File: src/sv/wat_pkg.sv
// types, constants and microprogram for the weekly alarm table
`timescale 1ns / 1ps

package wat_pkg;

    localparam int MAX_SLOTS_DEF    = 8;
    localparam int CNT_W            = 5;
    localparam int SLOT_W           = 4;
    localparam int REQ_W            = 4;
    localparam int HOUR_W           = 5;
    localparam int MIN_W            = 6;
    localparam int DAYS_W           = 7;
    localparam int WAIT_W           = 14;
    localparam int TOD_W            = 11;
    localparam int ADJ_W            = 13;
    localparam int DELTA_W          = 12;
    localparam int PC_W             = 6;
    localparam int DIV60_W          = 22;
    localparam int DIV60_SHIFT      = 16;
    localparam int DIV60_MUL        = 1093;
    localparam int MINUTES_PER_DAY  = 1440;
    localparam int MINUTES_PER_HOUR = 60;
    localparam int HOUR_MAX         = 23;
    localparam int MINUTE_MAX       = 59;
    localparam int SEARCH_DAYS      = 8;
    localparam int WEEK_DAYS        = 7;
    localparam int DEFAULT_HOUR     = 7;
    localparam logic [DAYS_W-1:0] ALL_DAYS = 7'h7F;

    typedef enum logic [REQ_W-1:0] {
        REQ_NEXT,
        REQ_READ,
        REQ_ADD,
        REQ_REMOVE,
        REQ_WRITE,
        REQ_ENABLE,
        REQ_EDIT_BEGIN,
        REQ_EDIT_ADJUST,
        REQ_COMMIT,
        REQ_READ_DRAFT
    } req_t;

    typedef struct packed {
        logic [HOUR_W-1:0] hour;
        logic [MIN_W-1:0]  minute;
        logic              enabled;
        logic [DAYS_W-1:0] days;
    } alarm_entry_t;

    typedef enum logic [4:0] {
        OP_NOP,
        OP_SCAN_INIT,
        OP_EVAL,
        OP_UPDATE,
        OP_PTR_BEST,
        OP_OUT_FOUND,
        OP_OUT_ENTRY,
        OP_OUT_DRAFT,
        OP_OUT_OK,
        OP_OUT_REJECT,
        OP_ADD,
        OP_PTR_INC,
        OP_SHIFT,
        OP_REMOVE_END,
        OP_WRITE,
        OP_ENABLE,
        OP_PTR_ZERO,
        OP_DRAFT_BEGIN,
        OP_ADJ_ADD,
        OP_ADJ_FIX,
        OP_SPLIT_H,
        OP_SPLIT_M,
        OP_COMMIT
    } op_t;

    typedef enum logic [3:0] {
        COND_NONE,
        COND_DISPATCH,
        COND_BAD_IDX,
        COND_BAD_REMOVE,
        COND_FULL,
        COND_WDAY_BAD,
        COND_NOT_FOUND,
        COND_PTR_GE_COUNT,
        COND_PTR_NEXT_LT_COUNT
    } cond_t;

    typedef struct packed {
        op_t             op;
        cond_t           cond;
        logic [PC_W-1:0] target;
    } ucode_t;

    typedef struct packed {
        logic load;
        logic exec;
        op_t  op;
    } dp_ctrl_t;

    typedef struct packed {
        logic [REQ_W-1:0] req;
        logic             bad_idx;
        logic             bad_remove;
        logic             full;
        logic             wday_bad;
        logic             not_found;
        logic             ptr_ge_count;
        logic             ptr_next_lt_count;
        logic [CNT_W-1:0] count;
    } dp_status_t;

    // program entry points and jump targets
    localparam logic [PC_W-1:0] L_DISPATCH   = PC_W'(0);
    localparam logic [PC_W-1:0] L_NEXT       = PC_W'(1);
    localparam logic [PC_W-1:0] L_SCAN_EVAL  = PC_W'(2);
    localparam logic [PC_W-1:0] L_READ       = PC_W'(6);
    localparam logic [PC_W-1:0] L_ADD        = PC_W'(8);
    localparam logic [PC_W-1:0] L_REMOVE     = PC_W'(11);
    localparam logic [PC_W-1:0] L_RM_SHIFT   = PC_W'(14);
    localparam logic [PC_W-1:0] L_RM_END     = PC_W'(15);
    localparam logic [PC_W-1:0] L_WRITE      = PC_W'(17);
    localparam logic [PC_W-1:0] L_ENABLE     = PC_W'(20);
    localparam logic [PC_W-1:0] L_BEGIN      = PC_W'(23);
    localparam logic [PC_W-1:0] L_ADJUST     = PC_W'(26);
    localparam logic [PC_W-1:0] L_COMMIT     = PC_W'(32);
    localparam logic [PC_W-1:0] L_READ_DRAFT = PC_W'(35);
    localparam logic [PC_W-1:0] L_REJECT     = PC_W'(36);
    localparam int UCODE_DEPTH = 37;

    function automatic alarm_entry_t default_entry(input logic en);
        alarm_entry_t e;
        e.hour    = HOUR_W'(DEFAULT_HOUR);
        e.minute  = '0;
        e.enabled = en;
        e.days    = ALL_DAYS;
        return e;
    endfunction

    function automatic ucode_t uw(input op_t op, input cond_t cond,
                                  input logic [PC_W-1:0] target);
        ucode_t w;
        w.op     = op;
        w.cond   = cond;
        w.target = target;
        return w;
    endfunction

    localparam ucode_t UCODE_ROM [UCODE_DEPTH] = '{
        uw(OP_NOP,         COND_DISPATCH,          L_DISPATCH),   // dispatch
        uw(OP_SCAN_INIT,   COND_WDAY_BAD,          L_REJECT),     // next
        uw(OP_EVAL,        COND_NONE,              L_DISPATCH),
        uw(OP_UPDATE,      COND_PTR_NEXT_LT_COUNT, L_SCAN_EVAL),
        uw(OP_PTR_BEST,    COND_NOT_FOUND,         L_REJECT),
        uw(OP_OUT_FOUND,   COND_NONE,              L_DISPATCH),
        uw(OP_NOP,         COND_BAD_IDX,           L_REJECT),     // read
        uw(OP_OUT_ENTRY,   COND_NONE,              L_DISPATCH),
        uw(OP_NOP,         COND_FULL,              L_REJECT),     // add
        uw(OP_ADD,         COND_NONE,              L_DISPATCH),
        uw(OP_OUT_ENTRY,   COND_NONE,              L_DISPATCH),
        uw(OP_NOP,         COND_BAD_REMOVE,        L_REJECT),     // remove
        uw(OP_PTR_INC,     COND_NONE,              L_DISPATCH),
        uw(OP_NOP,         COND_PTR_GE_COUNT,      L_RM_END),
        uw(OP_SHIFT,       COND_PTR_NEXT_LT_COUNT, L_RM_SHIFT),
        uw(OP_REMOVE_END,  COND_NONE,              L_DISPATCH),
        uw(OP_OUT_OK,      COND_NONE,              L_DISPATCH),
        uw(OP_NOP,         COND_BAD_IDX,           L_REJECT),     // write
        uw(OP_WRITE,       COND_NONE,              L_DISPATCH),
        uw(OP_OUT_ENTRY,   COND_NONE,              L_DISPATCH),
        uw(OP_NOP,         COND_BAD_IDX,           L_REJECT),     // enable
        uw(OP_ENABLE,      COND_NONE,              L_DISPATCH),
        uw(OP_OUT_ENTRY,   COND_NONE,              L_DISPATCH),
        uw(OP_PTR_ZERO,    COND_NONE,              L_DISPATCH),   // edit begin
        uw(OP_DRAFT_BEGIN, COND_NONE,              L_DISPATCH),
        uw(OP_OUT_DRAFT,   COND_NONE,              L_DISPATCH),
        uw(OP_ADJ_ADD,     COND_NONE,              L_DISPATCH),   // edit adjust
        uw(OP_ADJ_FIX,     COND_NONE,              L_DISPATCH),
        uw(OP_ADJ_FIX,     COND_NONE,              L_DISPATCH),
        uw(OP_SPLIT_H,     COND_NONE,              L_DISPATCH),
        uw(OP_SPLIT_M,     COND_NONE,              L_DISPATCH),
        uw(OP_OUT_DRAFT,   COND_NONE,              L_DISPATCH),
        uw(OP_PTR_ZERO,    COND_NONE,              L_DISPATCH),   // commit
        uw(OP_COMMIT,      COND_NONE,              L_DISPATCH),
        uw(OP_OUT_ENTRY,   COND_NONE,              L_DISPATCH),
        uw(OP_OUT_DRAFT,   COND_NONE,              L_DISPATCH),   // read draft
        uw(OP_OUT_REJECT,  COND_NONE,              L_DISPATCH)    // reject
    };

    function automatic ucode_t ucode_fetch(input logic [PC_W-1:0] pc);
        ucode_t w;
        if (int'(pc) < UCODE_DEPTH) begin
            w = UCODE_ROM[pc];
        end else begin
            w = uw(OP_OUT_REJECT, COND_NONE, L_DISPATCH);
        end
        return w;
    endfunction

    function automatic logic [PC_W-1:0] dispatch_target(input logic [REQ_W-1:0] req);
        logic [PC_W-1:0] t;
        case (req)
            REQ_NEXT:        t = L_NEXT;
            REQ_READ:        t = L_READ;
            REQ_ADD:         t = L_ADD;
            REQ_REMOVE:      t = L_REMOVE;
            REQ_WRITE:       t = L_WRITE;
            REQ_ENABLE:      t = L_ENABLE;
            REQ_EDIT_BEGIN:  t = L_BEGIN;
            REQ_EDIT_ADJUST: t = L_ADJUST;
            REQ_COMMIT:      t = L_COMMIT;
            REQ_READ_DRAFT:  t = L_READ_DRAFT;
            default:         t = L_REJECT;
        endcase
        return t;
    endfunction

    function automatic logic is_out_op(input op_t op);
        return (op == OP_OUT_FOUND) || (op == OP_OUT_ENTRY) || (op == OP_OUT_DRAFT) ||
               (op == OP_OUT_OK) || (op == OP_OUT_REJECT);
    endfunction

endpackage

File: src/sv/weekly_alarm_table_next_alarm.sv
// top level of the weekly alarm table: request handshake, microcode sequencer, result channel
//
// one request in on the s_ channel (valid/ready), one result out on the m_ channel.
// s_req_type picks next-alarm search, read, add, remove, write, enable, or one of
// the draft requests (begin, adjust, commit, read draft); unknown codes are rejected
// a request is taken only while no request is in progress (s_ready = not busy)
// a small program in a read-only table runs each request one step per cycle, but a result step may stall:
// dispatch, then the steps for that request, then a result step
// next alarm takes two steps per slot (evaluate, then update) through the one slot read port,
// and remove runs a shift step for each slot moved down; one request at a time
// the result sits in an output register: a new request is taken while it waits,
// and only the final result step of that request holds off until m_ready frees it
// reset (aresetn low, synchronous) restores 7:00 all-days entries, only slot 0
// enabled, count 1, draft equal to slot 0, and an empty result channel
`timescale 1ns / 1ps

module weekly_alarm_table_next_alarm
    import wat_pkg::*;
#(
    parameter int MAX_SLOTS = MAX_SLOTS_DEF
) (
    input  logic                      aclk,
    input  logic                      aresetn,
    input  logic                      s_valid,
    output logic                      s_ready,
    input  logic [REQ_W-1:0]          s_req_type,
    input  logic [SLOT_W-1:0]         s_slot_index,
    input  logic [7:0]                s_entry_hour,
    input  logic [7:0]                s_entry_minute,
    input  logic [7:0]                s_entry_days,
    input  logic                      s_entry_enabled,
    input  logic [2:0]                s_now_wday,
    input  logic [HOUR_W-1:0]         s_now_hour,
    input  logic [MIN_W-1:0]          s_now_minute,
    input  logic signed [DELTA_W-1:0] s_delta_minutes,
    output logic                      m_valid,
    input  logic                      m_ready,
    output logic                      m_ok,
    output logic [SLOT_W-1:0]         m_slot_out,
    output logic [HOUR_W-1:0]         m_alarm_hour,
    output logic [MIN_W-1:0]          m_alarm_minute,
    output logic                      m_alarm_enabled,
    output logic [DAYS_W-1:0]         m_alarm_days,
    output logic [WAIT_W-1:0]         m_minutes_until,
    output logic [CNT_W-1:0]          m_alarm_count
);

    // sequencer state
    logic            busy_reg, busy_next;
    logic [PC_W-1:0] pc_reg, pc_next;
    logic            m_valid_reg, m_valid_next;

    ucode_t     uc;
    logic       out_op;
    logic       stall;
    logic       exec;
    logic       accept;
    logic       jump;
    dp_ctrl_t   ctrl;
    dp_status_t status;

    // fetch the control word for the current step
    assign uc     = ucode_fetch(pc_reg);
    assign out_op = is_out_op(uc.op);
    // result step waits while the previous result is still unclaimed
    assign stall  = out_op && m_valid_reg && !m_ready;
    assign exec   = busy_reg && !stall;
    assign accept = s_valid && !busy_reg;

    assign s_ready = !busy_reg;
    assign m_valid = m_valid_reg;

    assign ctrl.load = accept;
    assign ctrl.exec = exec;
    assign ctrl.op   = uc.op;

    // jump condition select
    always_comb begin
        case (uc.cond)
            COND_NONE:              jump = 1'b0;
            COND_DISPATCH:          jump = 1'b1;
            COND_BAD_IDX:           jump = status.bad_idx;
            COND_BAD_REMOVE:        jump = status.bad_remove;
            COND_FULL:              jump = status.full;
            COND_WDAY_BAD:          jump = status.wday_bad;
            COND_NOT_FOUND:         jump = status.not_found;
            COND_PTR_GE_COUNT:      jump = status.ptr_ge_count;
            COND_PTR_NEXT_LT_COUNT: jump = status.ptr_next_lt_count;
            default:                jump = 1'b0;
        endcase
    end

    // step counter and busy flag
    always_comb begin
        busy_next = busy_reg;
        pc_next   = pc_reg;
        if (accept) begin
            busy_next = 1'b1;
            pc_next   = L_DISPATCH;
        end else if (exec) begin
            if (out_op) begin
                // result step ends the request
                busy_next = 1'b0;
                pc_next   = L_DISPATCH;
            end else if (jump) begin
                pc_next = (uc.cond == COND_DISPATCH) ? dispatch_target(status.req) : uc.target;
            end else begin
                pc_next = pc_reg + 1'b1;
            end
        end
    end

    // result channel valid
    always_comb begin
        if (exec && out_op) begin
            m_valid_next = 1'b1;
        end else if (m_ready) begin
            m_valid_next = 1'b0;
        end else begin
            m_valid_next = m_valid_reg;
        end
    end

    always_ff @(posedge aclk) begin
        if (!aresetn) begin
            busy_reg    <= 1'b0;
            pc_reg      <= L_DISPATCH;
            m_valid_reg <= 1'b0;
        end else begin
            busy_reg    <= busy_next;
            pc_reg      <= pc_next;
            m_valid_reg <= m_valid_next;
        end
    end

    wat_datapath #(
        .MAX_SLOTS (MAX_SLOTS)
    ) u_datapath (
        .aclk            (aclk),
        .aresetn         (aresetn),
        .ctrl            (ctrl),
        .s_req_type      (s_req_type),
        .s_slot_index    (s_slot_index),
        .s_entry_hour    (s_entry_hour),
        .s_entry_minute  (s_entry_minute),
        .s_entry_days    (s_entry_days),
        .s_entry_enabled (s_entry_enabled),
        .s_now_wday      (s_now_wday),
        .s_now_hour      (s_now_hour),
        .s_now_minute    (s_now_minute),
        .s_delta_minutes (s_delta_minutes),
        .status          (status),
        .m_ok            (m_ok),
        .m_slot_out      (m_slot_out),
        .m_alarm_hour    (m_alarm_hour),
        .m_alarm_minute  (m_alarm_minute),
        .m_alarm_enabled (m_alarm_enabled),
        .m_alarm_days    (m_alarm_days),
        .m_minutes_until (m_minutes_until),
        .m_alarm_count   (m_alarm_count)
    );

    // idle sequencer always parks on the dispatch step
    a_idle_pc: assert property (@(posedge aclk) disable iff (!aresetn)
        !busy_reg |-> pc_reg == L_DISPATCH)
        else $error("sequencer idle away from dispatch step");

    // slots in use stay between one and the table size
    a_count_range: assert property (@(posedge aclk) disable iff (!aresetn)
        status.count != '0 && status.count <= CNT_W'(MAX_SLOTS))
        else $error("alarm count out of range");

    // a result step frees the sequencer and presents the result
    a_emit_done: assert property (@(posedge aclk) disable iff (!aresetn)
        (exec && out_op) |=> (!busy_reg && m_valid_reg))
        else $error("result step did not complete the request");

    // an accepted request starts at dispatch
    a_accept_start: assert property (@(posedge aclk) disable iff (!aresetn)
        (s_valid && s_ready) |=> (busy_reg && pc_reg == L_DISPATCH))
        else $error("accepted request did not start at dispatch");

endmodule

File: src/sv/wat_datapath.sv
// datapath of the alarm table: slot registers, count, draft, scan and result registers
`timescale 1ns / 1ps

module wat_datapath
    import wat_pkg::*;
#(
    parameter int MAX_SLOTS = MAX_SLOTS_DEF
) (
    input  logic                      aclk,
    input  logic                      aresetn,
    input  dp_ctrl_t                  ctrl,
    input  logic [REQ_W-1:0]          s_req_type,
    input  logic [SLOT_W-1:0]         s_slot_index,
    input  logic [7:0]                s_entry_hour,
    input  logic [7:0]                s_entry_minute,
    input  logic [7:0]                s_entry_days,
    input  logic                      s_entry_enabled,
    input  logic [2:0]                s_now_wday,
    input  logic [HOUR_W-1:0]         s_now_hour,
    input  logic [MIN_W-1:0]          s_now_minute,
    input  logic signed [DELTA_W-1:0] s_delta_minutes,
    output dp_status_t                status,
    output logic                      m_ok,
    output logic [SLOT_W-1:0]         m_slot_out,
    output logic [HOUR_W-1:0]         m_alarm_hour,
    output logic [MIN_W-1:0]          m_alarm_minute,
    output logic                      m_alarm_enabled,
    output logic [DAYS_W-1:0]         m_alarm_days,
    output logic [WAIT_W-1:0]         m_minutes_until,
    output logic [CNT_W-1:0]          m_alarm_count
);

    localparam int IDX_W = $clog2(MAX_SLOTS);
    localparam logic [CNT_W-1:0] SLOTS = CNT_W'(MAX_SLOTS);

    // latched request
    logic [REQ_W-1:0]          req_reg;
    logic [SLOT_W-1:0]         idx_reg;
    logic [7:0]                e_hour_reg;
    logic [7:0]                e_min_reg;
    logic [7:0]                e_days_reg;
    logic                      e_en_reg;
    logic [2:0]                wday_reg;
    logic [HOUR_W-1:0]         n_hour_reg;
    logic [MIN_W-1:0]          n_min_reg;
    logic signed [DELTA_W-1:0] delta_reg;

    alarm_entry_t     slot_tbl_reg [MAX_SLOTS];
    logic             wr_en;
    logic [IDX_W-1:0] wr_addr;
    alarm_entry_t     wr_data;
    alarm_entry_t     rd_entry;

    logic [CNT_W-1:0]        count_reg, count_next;
    logic [CNT_W-1:0]        ptr_reg, ptr_next;
    alarm_entry_t            draft_reg, draft_next;
    logic [TOD_W-1:0]        now_tod_reg, now_tod_next;
    logic                    cand_valid_reg, cand_valid_next;
    logic [WAIT_W-1:0]       cand_wait_reg, cand_wait_next;
    logic                    found_reg, found_next;
    logic [CNT_W-1:0]        best_slot_reg, best_slot_next;
    logic [WAIT_W-1:0]       best_wait_reg, best_wait_next;
    logic signed [ADJ_W-1:0] adj_reg, adj_next;

    logic              ok_reg, ok_next;
    logic [SLOT_W-1:0] slot_out_reg, slot_out_next;
    alarm_entry_t      res_entry_reg, res_entry_next;
    logic [WAIT_W-1:0] until_reg, until_next;
    logic [CNT_W-1:0]  res_count_reg, res_count_next;

    // scan evaluation signals
    logic [TOD_W-1:0]          ent_tod;
    logic signed [DELTA_W-1:0] ent_delta;
    logic [SEARCH_DAYS-1:0]    day_hit;
    logic [2:0]                first_day;
    logic [DAYS_W:0]           days_ext;
    logic [3:0]                day_sum;
    logic [2:0]                day_pos;
    logic signed [WAIT_W:0]    cand_sum;

    // draft arithmetic
    logic [TOD_W-1:0]   draft_tod;
    logic [DIV60_W-1:0] div_prod;
    logic [TOD_W-1:0]   hour_mins;

    logic [HOUR_W-1:0] now_hour_c;
    logic [MIN_W-1:0]  now_min_c;
    alarm_entry_t      write_entry;

    always_ff @(posedge aclk) begin
        if (ctrl.load) begin
            req_reg    <= s_req_type;
            idx_reg    <= s_slot_index;
            e_hour_reg <= s_entry_hour;
            e_min_reg  <= s_entry_minute;
            e_days_reg <= s_entry_days;
            e_en_reg   <= s_entry_enabled;
            wday_reg   <= s_now_wday;
            n_hour_reg <= s_now_hour;
            n_min_reg  <= s_now_minute;
            delta_reg  <= s_delta_minutes;
        end
    end

    assign rd_entry = (ptr_reg < SLOTS) ? slot_tbl_reg[ptr_reg[IDX_W-1:0]] : default_entry(1'b0);

    always_ff @(posedge aclk) begin
        if (!aresetn) begin
            for (int i = 0; i < MAX_SLOTS; i++) begin
                slot_tbl_reg[i] <= default_entry(i == 0);
            end
        end else if (wr_en) begin
            slot_tbl_reg[wr_addr] <= wr_data;
        end
    end

    // find the first day in the window on which this slot fires
    always_comb begin
        ent_tod   = TOD_W'(rd_entry.hour) * TOD_W'(MINUTES_PER_HOUR) + TOD_W'(rd_entry.minute);
        ent_delta = $signed({1'b0, ent_tod}) - $signed({1'b0, now_tod_reg});
        days_ext  = {1'b0, rd_entry.days};
        day_hit   = '0;
        day_sum   = '0;
        day_pos   = '0;
        for (int d = 0; d < SEARCH_DAYS; d++) begin
            day_sum = 4'({1'b0, wday_reg}) + 4'(d);
            day_pos = (day_sum >= 4'(WEEK_DAYS)) ? 3'(day_sum - 4'(WEEK_DAYS)) : day_sum[2:0];
            day_hit[d] = rd_entry.enabled && days_ext[day_pos];
        end
        day_hit[0] = day_hit[0] && (ent_delta > 0);
        first_day = '0;
        for (int d = SEARCH_DAYS - 1; d >= 0; d--) begin
            if (day_hit[d]) begin
                first_day = 3'(d);
            end
        end
        cand_sum = $signed({1'b0, WAIT_W'(first_day) * WAIT_W'(MINUTES_PER_DAY)})
                 + (WAIT_W+1)'(ent_delta);
    end

    always_comb begin
        now_hour_c  = (n_hour_reg > HOUR_W'(HOUR_MAX)) ? HOUR_W'(HOUR_MAX) : n_hour_reg;
        now_min_c   = (n_min_reg > MIN_W'(MINUTE_MAX)) ? MIN_W'(MINUTE_MAX) : n_min_reg;
        draft_tod   = TOD_W'(draft_reg.hour) * TOD_W'(MINUTES_PER_HOUR) + TOD_W'(draft_reg.minute);
        div_prod    = DIV60_W'(adj_reg[TOD_W-1:0]) * DIV60_W'(DIV60_MUL);
        hour_mins   = TOD_W'(draft_reg.hour) * TOD_W'(MINUTES_PER_HOUR);
        write_entry.hour    = (e_hour_reg > 8'(HOUR_MAX)) ? HOUR_W'(HOUR_MAX) : e_hour_reg[HOUR_W-1:0];
        write_entry.minute  = (e_min_reg > 8'(MINUTE_MAX)) ? MIN_W'(MINUTE_MAX) : e_min_reg[MIN_W-1:0];
        write_entry.enabled = e_en_reg;
        write_entry.days    = e_days_reg[DAYS_W-1:0];
    end

    always_comb begin
        count_next      = count_reg;
        ptr_next        = ptr_reg;
        draft_next      = draft_reg;
        now_tod_next    = now_tod_reg;
        cand_valid_next = cand_valid_reg;
        cand_wait_next  = cand_wait_reg;
        found_next      = found_reg;
        best_slot_next  = best_slot_reg;
        best_wait_next  = best_wait_reg;
        adj_next        = adj_reg;
        ok_next         = ok_reg;
        slot_out_next   = slot_out_reg;
        res_entry_next  = res_entry_reg;
        until_next      = until_reg;
        res_count_next  = res_count_reg;
        wr_en           = 1'b0;
        wr_addr         = ptr_reg[IDX_W-1:0];
        wr_data         = rd_entry;

        if (ctrl.load) begin
            ptr_next = CNT_W'(s_slot_index);
        end

        if (ctrl.exec) begin
            case (ctrl.op)
                OP_SCAN_INIT: begin
                    ptr_next     = '0;
                    found_next   = 1'b0;
                    now_tod_next = TOD_W'(now_hour_c) * TOD_W'(MINUTES_PER_HOUR) + TOD_W'(now_min_c);
                end
                OP_EVAL: begin
                    cand_valid_next = |day_hit;
                    cand_wait_next  = cand_sum[WAIT_W-1:0];
                end
                OP_UPDATE: begin
                    // strict compare keeps the lowest slot on a tie
                    if (cand_valid_reg && (!found_reg || cand_wait_reg < best_wait_reg)) begin
                        found_next     = 1'b1;
                        best_slot_next = ptr_reg;
                        best_wait_next = cand_wait_reg;
                    end
                    ptr_next = ptr_reg + 1'b1;
                end
                OP_PTR_BEST: ptr_next = best_slot_reg;
                OP_PTR_INC:  ptr_next = ptr_reg + 1'b1;
                OP_PTR_ZERO: ptr_next = '0;
                OP_ADD: begin
                    wr_en      = 1'b1;
                    wr_addr    = count_reg[IDX_W-1:0];
                    wr_data    = default_entry(1'b0);
                    ptr_next   = count_reg;
                    count_next = count_reg + 1'b1;
                end
                OP_SHIFT: begin
                    wr_en    = 1'b1;
                    wr_addr  = IDX_W'(ptr_reg - 1'b1);
                    wr_data  = rd_entry;
                    ptr_next = ptr_reg + 1'b1;
                end
                OP_REMOVE_END: begin
                    wr_en      = 1'b1;
                    wr_addr    = IDX_W'(count_reg - 1'b1);
                    wr_data    = default_entry(1'b0);
                    count_next = count_reg - 1'b1;
                end
                OP_WRITE: begin
                    wr_en   = 1'b1;
                    wr_data = write_entry;
                end
                OP_ENABLE: begin
                    wr_en           = 1'b1;
                    wr_data         = rd_entry;
                    wr_data.enabled = e_en_reg;
                end
                OP_COMMIT: begin
                    wr_en          = 1'b1;
                    wr_data        = rd_entry;
                    wr_data.hour   = draft_reg.hour;
                    wr_data.minute = draft_reg.minute;
                end
                OP_DRAFT_BEGIN: draft_next = rd_entry;
                OP_ADJ_ADD: begin
                    adj_next = $signed({2'b00, draft_tod}) + ADJ_W'(delta_reg);
                end
                OP_ADJ_FIX: begin
                    if (adj_reg < 0) begin
                        adj_next = adj_reg + ADJ_W'(MINUTES_PER_DAY);
                    end else if (adj_reg >= ADJ_W'(MINUTES_PER_DAY)) begin
                        adj_next = adj_reg - ADJ_W'(MINUTES_PER_DAY);
                    end
                end
                OP_SPLIT_H: draft_next.hour = div_prod[DIV60_SHIFT +: HOUR_W];
                OP_SPLIT_M: draft_next.minute = MIN_W'(adj_reg[TOD_W-1:0] - hour_mins);
                OP_OUT_FOUND: begin
                    ok_next        = 1'b1;
                    slot_out_next  = best_slot_reg[SLOT_W-1:0];
                    res_entry_next = rd_entry;
                    until_next     = best_wait_reg;
                    res_count_next = count_reg;
                end
                OP_OUT_ENTRY: begin
                    ok_next        = 1'b1;
                    slot_out_next  = ptr_reg[SLOT_W-1:0];
                    res_entry_next = rd_entry;
                    until_next     = '0;
                    res_count_next = count_reg;
                end
                OP_OUT_DRAFT: begin
                    ok_next        = 1'b1;
                    slot_out_next  = '0;
                    res_entry_next = draft_reg;
                    until_next     = '0;
                    res_count_next = count_reg;
                end
                OP_OUT_OK: begin
                    ok_next        = 1'b1;
                    slot_out_next  = '0;
                    res_entry_next = '0;
                    until_next     = '0;
                    res_count_next = count_reg;
                end
                OP_OUT_REJECT: begin
                    ok_next        = 1'b0;
                    slot_out_next  = '0;
                    res_entry_next = '0;
                    until_next     = '0;
                    res_count_next = count_reg;
                end
                default: ;
            endcase
        end
    end

    always_ff @(posedge aclk) begin
        if (!aresetn) begin
            count_reg <= CNT_W'(1);
            draft_reg <= default_entry(1'b1);
        end else begin
            count_reg <= count_next;
            draft_reg <= draft_next;
        end
    end

    always_ff @(posedge aclk) begin
        ptr_reg        <= ptr_next;
        now_tod_reg    <= now_tod_next;
        cand_valid_reg <= cand_valid_next;
        cand_wait_reg  <= cand_wait_next;
        found_reg      <= found_next;
        best_slot_reg  <= best_slot_next;
        best_wait_reg  <= best_wait_next;
        adj_reg        <= adj_next;
        ok_reg         <= ok_next;
        slot_out_reg   <= slot_out_next;
        res_entry_reg  <= res_entry_next;
        until_reg      <= until_next;
        res_count_reg  <= res_count_next;
    end

    always_comb begin
        status.req               = req_reg;
        status.bad_idx           = CNT_W'(idx_reg) >= count_reg;
        status.bad_remove        = (CNT_W'(idx_reg) >= count_reg) || (idx_reg == '0);
        status.full              = count_reg >= SLOTS;
        status.wday_bad          = wday_reg >= 3'(WEEK_DAYS);
        status.not_found         = !found_reg;
        status.ptr_ge_count      = ptr_reg >= count_reg;
        status.ptr_next_lt_count = (CNT_W'(ptr_reg + 1'b1)) < count_reg;
        status.count             = count_reg;
    end

    assign m_ok            = ok_reg;
    assign m_slot_out      = slot_out_reg;
    assign m_alarm_hour    = res_entry_reg.hour;
    assign m_alarm_minute  = res_entry_reg.minute;
    assign m_alarm_enabled = res_entry_reg.enabled;
    assign m_alarm_days    = res_entry_reg.days;
    assign m_minutes_until = until_reg;
    assign m_alarm_count   = res_count_reg;

endmodule
File: config.mk
export PLATFORM = sky130hd
export DESIGN_NAME = weekly_alarm_table_next_alarm
export DESIGN_NICKNAME = d
export VERILOG_FILES = /design/src/sv/wat_pkg.sv /design/src/sv/weekly_alarm_table_next_alarm.sv /design/src/sv/wat_datapath.sv
export SDC_FILE = /design/constraint.sdc
export NUM_CORES = 1
export LEC_CHECK = 0
export ABC_AREA = 1
export BUFFER_PORTS_ARGS = -buffer_cell sky130_fd_sc_hd__buf_4
export CAP_MARGIN = 25
export CELL_PAD_IN_SITES_DETAIL_PLACEMENT = 1
export CELL_PAD_IN_SITES_GLOBAL_PLACEMENT = 2
export CORE_MARGIN = 1
export CORE_UTILIZATION = 39
export DETAILED_ROUTE_END_ITERATION = 7
export GPL_TIMING_DRIVEN = 0
export HOLD_SLACK_MARGIN = 0.15
export PLACE_DENSITY = 0.78
export SLEW_MARGIN = 0
export SYNTH_ARGS = -nofsm -noshare
export SYNTH_HDL_FRONTEND = slang
export SYNTH_HIERARCHICAL = 1
export SYNTH_SLANG_ARGS = --single-unit
File: constraint.sdc
create_clock -name aclk -period 11.2 [get_ports aclk]
set_clock_uncertainty 0.1 [all_clocks]
set_input_delay 0.56 -clock aclk [delete_from_list [all_inputs] [get_ports aclk]]
set_output_delay 0.56 -clock aclk [all_outputs]
set_load 0.01 [all_outputs]
Word level (Yosys, flattened, before mapping) --
Memory sizes are Yosys's and may differ from the RTL's. A register that Yosys moved wholly into a read port is not among the register bits. Cells that the tools add are included.
Operators by class: shift operators 0, bitwise logic cells 2, divide/modulo/power cells 0, reduce and logical (&&, ||, !) cells 66, $add $sub $neg 29, equality and inequality tests 32, order comparisons 32, mux-type cells 78, $mul 5
Operators with widths (number):
- $pmux W19 S4 | 1
- $mux W19 | 3
- $pmux W19 S3 | 1
- $mux W3 | 18
- $mux W15 | 3
- $eq A5 B4 Y1 const B | 8
- $eq A5 B5 Y1 const B | 7
- $add A11 B6 Y11 | 3
- $lt A3 B4 Y1 const B | 8
- $mux W6 | 5
- $ge A4 B3 Y1 const B | 7
- $pmux W14 S2 | 1
- $mul A5 B4 Y9 const B | 3
- $mux W13 | 2
- $pmux W13 S2 | 1
- $bmux W1 S3 | 8
- $reduce_and A2 Y1 | 12
- $sub A3 B3 Y3 const B | 8
- $mul A11 B11 Y21 const B | 1
- $mux W1 | 21
- $eq A5 B3 Y1 const B | 4
- $mux W5 | 4
- $pmux W5 S2 | 2
- $pmux W5 S4 | 1
- 60 further kinds | 112
Word-level totals: memory bits (writable) 152, latch bits 0, memory bits (read-only) 1056, logic and storage cells 281, memories 3, output and inout bits 45, bits in registers 197
Memories:
- (no name shown) | depth 64, bits a word 15, rd ports 1, clocked after Yosys merged registers in 0, write ports 0, line wat_pkg.sv:191 | w = UCODE_ROM[pc];
- u_datapath.slot_tbl_reg | depth 8, bits a word 19, rd ports 1, clocked after Yosys merged registers in 1, write ports 8, line wat_datapath.sv:48 | alarm_entry_t slot_tbl_reg [MAX_SLOTS];
- (no name shown) | depth 16, bits a word 6, rd ports 1, clocked after Yosys merged registers in 1, write ports 0, line wat_pkg.sv:200 | case (req)

Longest topological paths before layout --
depth in word-level cells 20, gate-level depth with buffers 50, mapped depth without buffers 47

Hierarchy --
Netlist, hierarchy kept.
By module, submodules not included:
- wat_datapath | instances 1, cells each 2317, area an instance 21295.4 µm²
- weekly_alarm_table_next_alarm | instances 1, cells each 250, area an instance 1465.2 µm²

Worst setup path before layout --
No wires, ideal clock.
path kind reg-to-reg, from register u_datapath.ptr_reg[0], to register u_datapath.cand_wait_reg[13] (data pin), arrival 7.479 ns, buffers on the path 4, setup slack 3.358 ns, library setup time 0.262 ns, cell stages (with the launch flop) 50, path through dfxtp_1 -> buf_6 -> buf_4 -> buf_2 -> buf_2 -> a21oi_1 -> a221o_1 -> nand3_1 -> nand2_1 -> inv_1 -> nor2_1 -> ha_1 -> fa_1 -> inv_1 -> fa_1 -> inv_1 -> ha_1 -> a21oi_1 -> (+14 left out) -> nand2_1 -> nand2_1 -> nor2_1 -> nor2_2 -> nand2_1 -> nor2_1 -> ha_1 -> ha_1 -> inv_1 -> fa_1 -> inv_1 -> ha_1 -> a21oi_1 -> nor2_1 -> nor2_1 -> o21ai_0 -> a21oi_1 -> xor2_1
Between the ends: word-level cells in the longest chain between the ends 15, elaborated cells between the ends (all ways) 41
Ends and longest elaborated chain:
- from (decl) | line wat_datapath.sv:55 | logic [CNT_W-1:0] ptr_reg, ptr_next;
- from (signal assigned) | line wat_datapath.sv:298 | ptr_reg <= ptr_next;
- $lt A5 B4 Y1 (*) | line wat_datapath.sv:105 | assign rd_entry = (ptr_reg < SLOTS) ? slot_tbl_reg[ptr_reg[IDX_W-1:0]] : default_entry(1'b0);
- $mux W19 (*) | line wat_datapath.sv:105
- parallel branches: the longest is 12 deep, another holds $sub A11 B11 Y12
- $add A14 B12 Y14 (*) | line wat_datapath.sv:138 | + (WAIT_W+1)'(ent_delta);
- named net u_datapath.cand_sum[13] | line wat_datapath.sv:79 | logic signed [WAIT_W:0] cand_sum;
- to (signal assigned) | line wat_datapath.sv:301 | cand_wait_reg <= cand_wait_next;
- to (decl) | line wat_datapath.sv:59 | logic [WAIT_W-1:0] cand_wait_reg, cand_wait_next;
Mark *: on every way through the listed nets, which the timed path passes. The select of a mux whose other input is x is not followed. A chain may end at the register's enable or synchronous reset.

Final worst setup path --
from register u_datapath.ptr_reg[2], to register u_datapath.cand_wait_reg[13] (data pin)
Same word-level chain as after synthesis.

==> results.yml <==
global_routing:
  grt_first_pass_wirelength_um: 113800
  antenna_found_initial: 0
  grtUsageTotal_pct: 24.76
  grt_max_degree: 30
  overflow: 0
  grt_pass1_vias: 20114
timing:
  setup-tns-final_ps: 0
  fin_ws_ps: 1101
  hold_viol: 0
  fmax_ghz: 0.09902
  hold_ws_ps: 216.3
  setup_viol: 0
  min_period_over_period_pct: 90.17
  tightest_slew_ps: 986.2
  slew_viol_final: 0
  layout_min_cycle_time_ps: 10100
  rsz0062_at_grt: "no"
  relSlewSlack_pct: 34.01
setup_path:
  reg2reg_setup_slack_ps: 1100
  critPathTopFamily: "adder cells"
  cp_num_buf_inv: 10
  critPathSlowestCell: "clkbuf_1"
  end_kind: "flip-flop"
  arrival_ps: 10330
  cp_common_cell: "inv_1"
  slowest_delay_ps: 750
  startpoint_type: "flip-flop"
  crit_fanout: 10
  critical_path_class: "flip-flop to flip-flop"
  critPathRequiredTime_ps: 11430
cts:
  ctsResizeCount: 0
  clk_path_buf_depth: 3
  htree_levels: 2
  clk_pin_slew_ps: 60
  cts_tree: "yes"
  numCtsBuffers: 44
  cts.sinks: 349
  cts_root_buffer: "clkbuf_16"
  clock_latency_ps: 580
floorplanning:
  core_mm2: 0.05770
  rows: 88
  die_x_um: 243.6
  start_util_pct: 39.45
  num_io_pins: 108
  die-area_mm2: 0.05933
  fp.dieH_um: 243.6
synth:
  synth_compound_area_share_pct: 11.01
  yosys_warnings: 6
  syn_inst: 2567
  synth.avg_cell_area_um2: 8.867
  synth.area.mux_share_pct: 0.08796
  synth.most_common_cell: "nand2_1"
  synth_top_family_by_area: "simple AND/OR/NAND/NOR gates"
  synth.area.top_cells: "edfxtp_1 41%, ha_1 11%, nand2_1 8.1%"
  yosysSeqAreaShare_pct: 44.42
  synthAdderAreaFrac_pct: 14.02
  synth_common_cells: "491 x nand2_1, 332 x inv_1, 312 x edfxtp_1, 254 x nor2_1, 199 x ha_1"
  synth_fp_nets: 2864
  ys_types: 64
  synth-edff-count: 312
  ys_async_sr_fraction_pct: 0
  synthXorXnorAreaFrac_pct: 2.771
  synth_simple_gate_area_share_pct: 19.89
  synthesis.area_mm2: 0.02276
  synth_seq_cells: 349
  synth_flop_cell: "edfxtp_1"
  yosysTopAreaCell: "edfxtp_1"
  synth_top_area_share_pct: 41.16
finish:
  syn2layout_area_growth_pct: 18.25
  largest_reg_flops: 152
  drive_gt1_share_pct: 11.74
  nets: 3092
detailed_routing:
  wirelength_um: 72730
  drc_errors: 0
  first_pass_iters: 5
  wl_per_cell_um: 20.24
  drt-initial-drc-count: 1136
  ant_nets: 0
  num_vias: 19027
  vias_per_cell: 5.294
placed_design:
  pre_cts_ws_ps: 1099
  gp_congestion: 0.8540
  portBuffers: 106
  hpwl_um: 54850
flow_run:
  maxCapViolations: 0
status:
  status: "finished clean"
worst_hold_path:
  holdCritPathClass: "input port to flip-flop"
## layout by cell type, fill, tap and decap left out, types with 19 or more instances in the layout
cell type | netlist | routed
nand3_1 | 176 | 176
inv_1 | 332 | 332
buf_4 | 9 | 118
xnor2_1 | 30 | 30
dlygate4sd3_1 | 0 | 59
edfxtp_1 | 312 | 312
nand4_1 | 19 | 19
inv_2 | 36 | 36
a21oi_1 | 162 | 160
o21ai_0 | 138 | 138
dfxtp_1 | 37 | 37
ha_1 | 199 | 199
nor2_1 | 254 | 253
nand2_1 | 491 | 491
xor2_1 | 42 | 42
o221ai_1 | 19 | 19
o22ai_1 | 25 | 25
fa_1 | 35 | 35
clkbuf_1 | 25 | 29
buf_2 | 22 | 22
clkbuf_16 | 0 | 44
## path summary, 6_finish.rpt
check / cells past startpoint / start / to
worst max-delay path: 43 / u_datapath/ptr_reg[2]$_DFF_P_ / u_datapath/cand_wait_reg[13]$_DFFE_PP_
worst min-delay path: 4 / m_ready / m_valid$_SDFFE_PN0P_
worst max register to register: 43 / u_datapath/ptr_reg[2]$_DFF_P_ / u_datapath/cand_wait_reg[13]$_DFFE_PP_
worst min register to register: 0 / u_datapath/cand_wait_reg[5]$_DFFE_PP_ / u_datapath/best_wait_reg[5]$_DFFE_PP_
## routing by layer
layer | global-route usage [%] | part of all wire (%)
met1 | 32.43 | 45
met2 | 42.77 | 49
met3 | 3.261 | 4.0
met4 | 6.728 | 2.4
met5 | 0 | 0
## tightest hold or removal path: stages
cell and delay (ps):
buf_4 80, inv_1 30, nand2_1 110, a21boi_1 80
## through the flow
| step | util (%) | std cells | instance area, µm² |
|---|---|---|---|
| finish | 46.65 | 3594 | 26910 |
| global route | 46.65 | 3593 | 26910 |
| CTS | 46.65 | 3593 | 26910 |
| detailed placement | 43.10 | 3455 | 24870 |
| global placement | 42.49 | 3438 | 24510 |
| floorplan | - | 2567 | 22760 |
## cell families (layout without fill, tap and decap cells)
family                     after synthesis  count (layout)
xor gates and xnor gates                72              72
muxes                                    2               2
AOI/OAI and AO/OA                      435             435
adders and majority gates              234             234
and+or+nand+nor                       1035            1035
buffers and inverters                  440             701
DFF                                    349             349
other                                    0               1
## layout make-up
class,count,area [µm²]
multi-input combinational,1778,10910
buffer,68,369.1
antenna,1,2.502
tap,765,957.2
timing repair buffer,182,1709
clock buffer,48,1116
inverter,372,1409
clock inverter,31,336.6
sequential,349,10110
fill,6721,30780
## repair_timing
action	CTS	global route
setup buffers	0	0
hold endpoints to repair	59	0
hold buffers	59	0
Power is left out: the tool's default activity adds up to more than one toggle a clock period on the data nets, which glitch-free logic cannot reach.
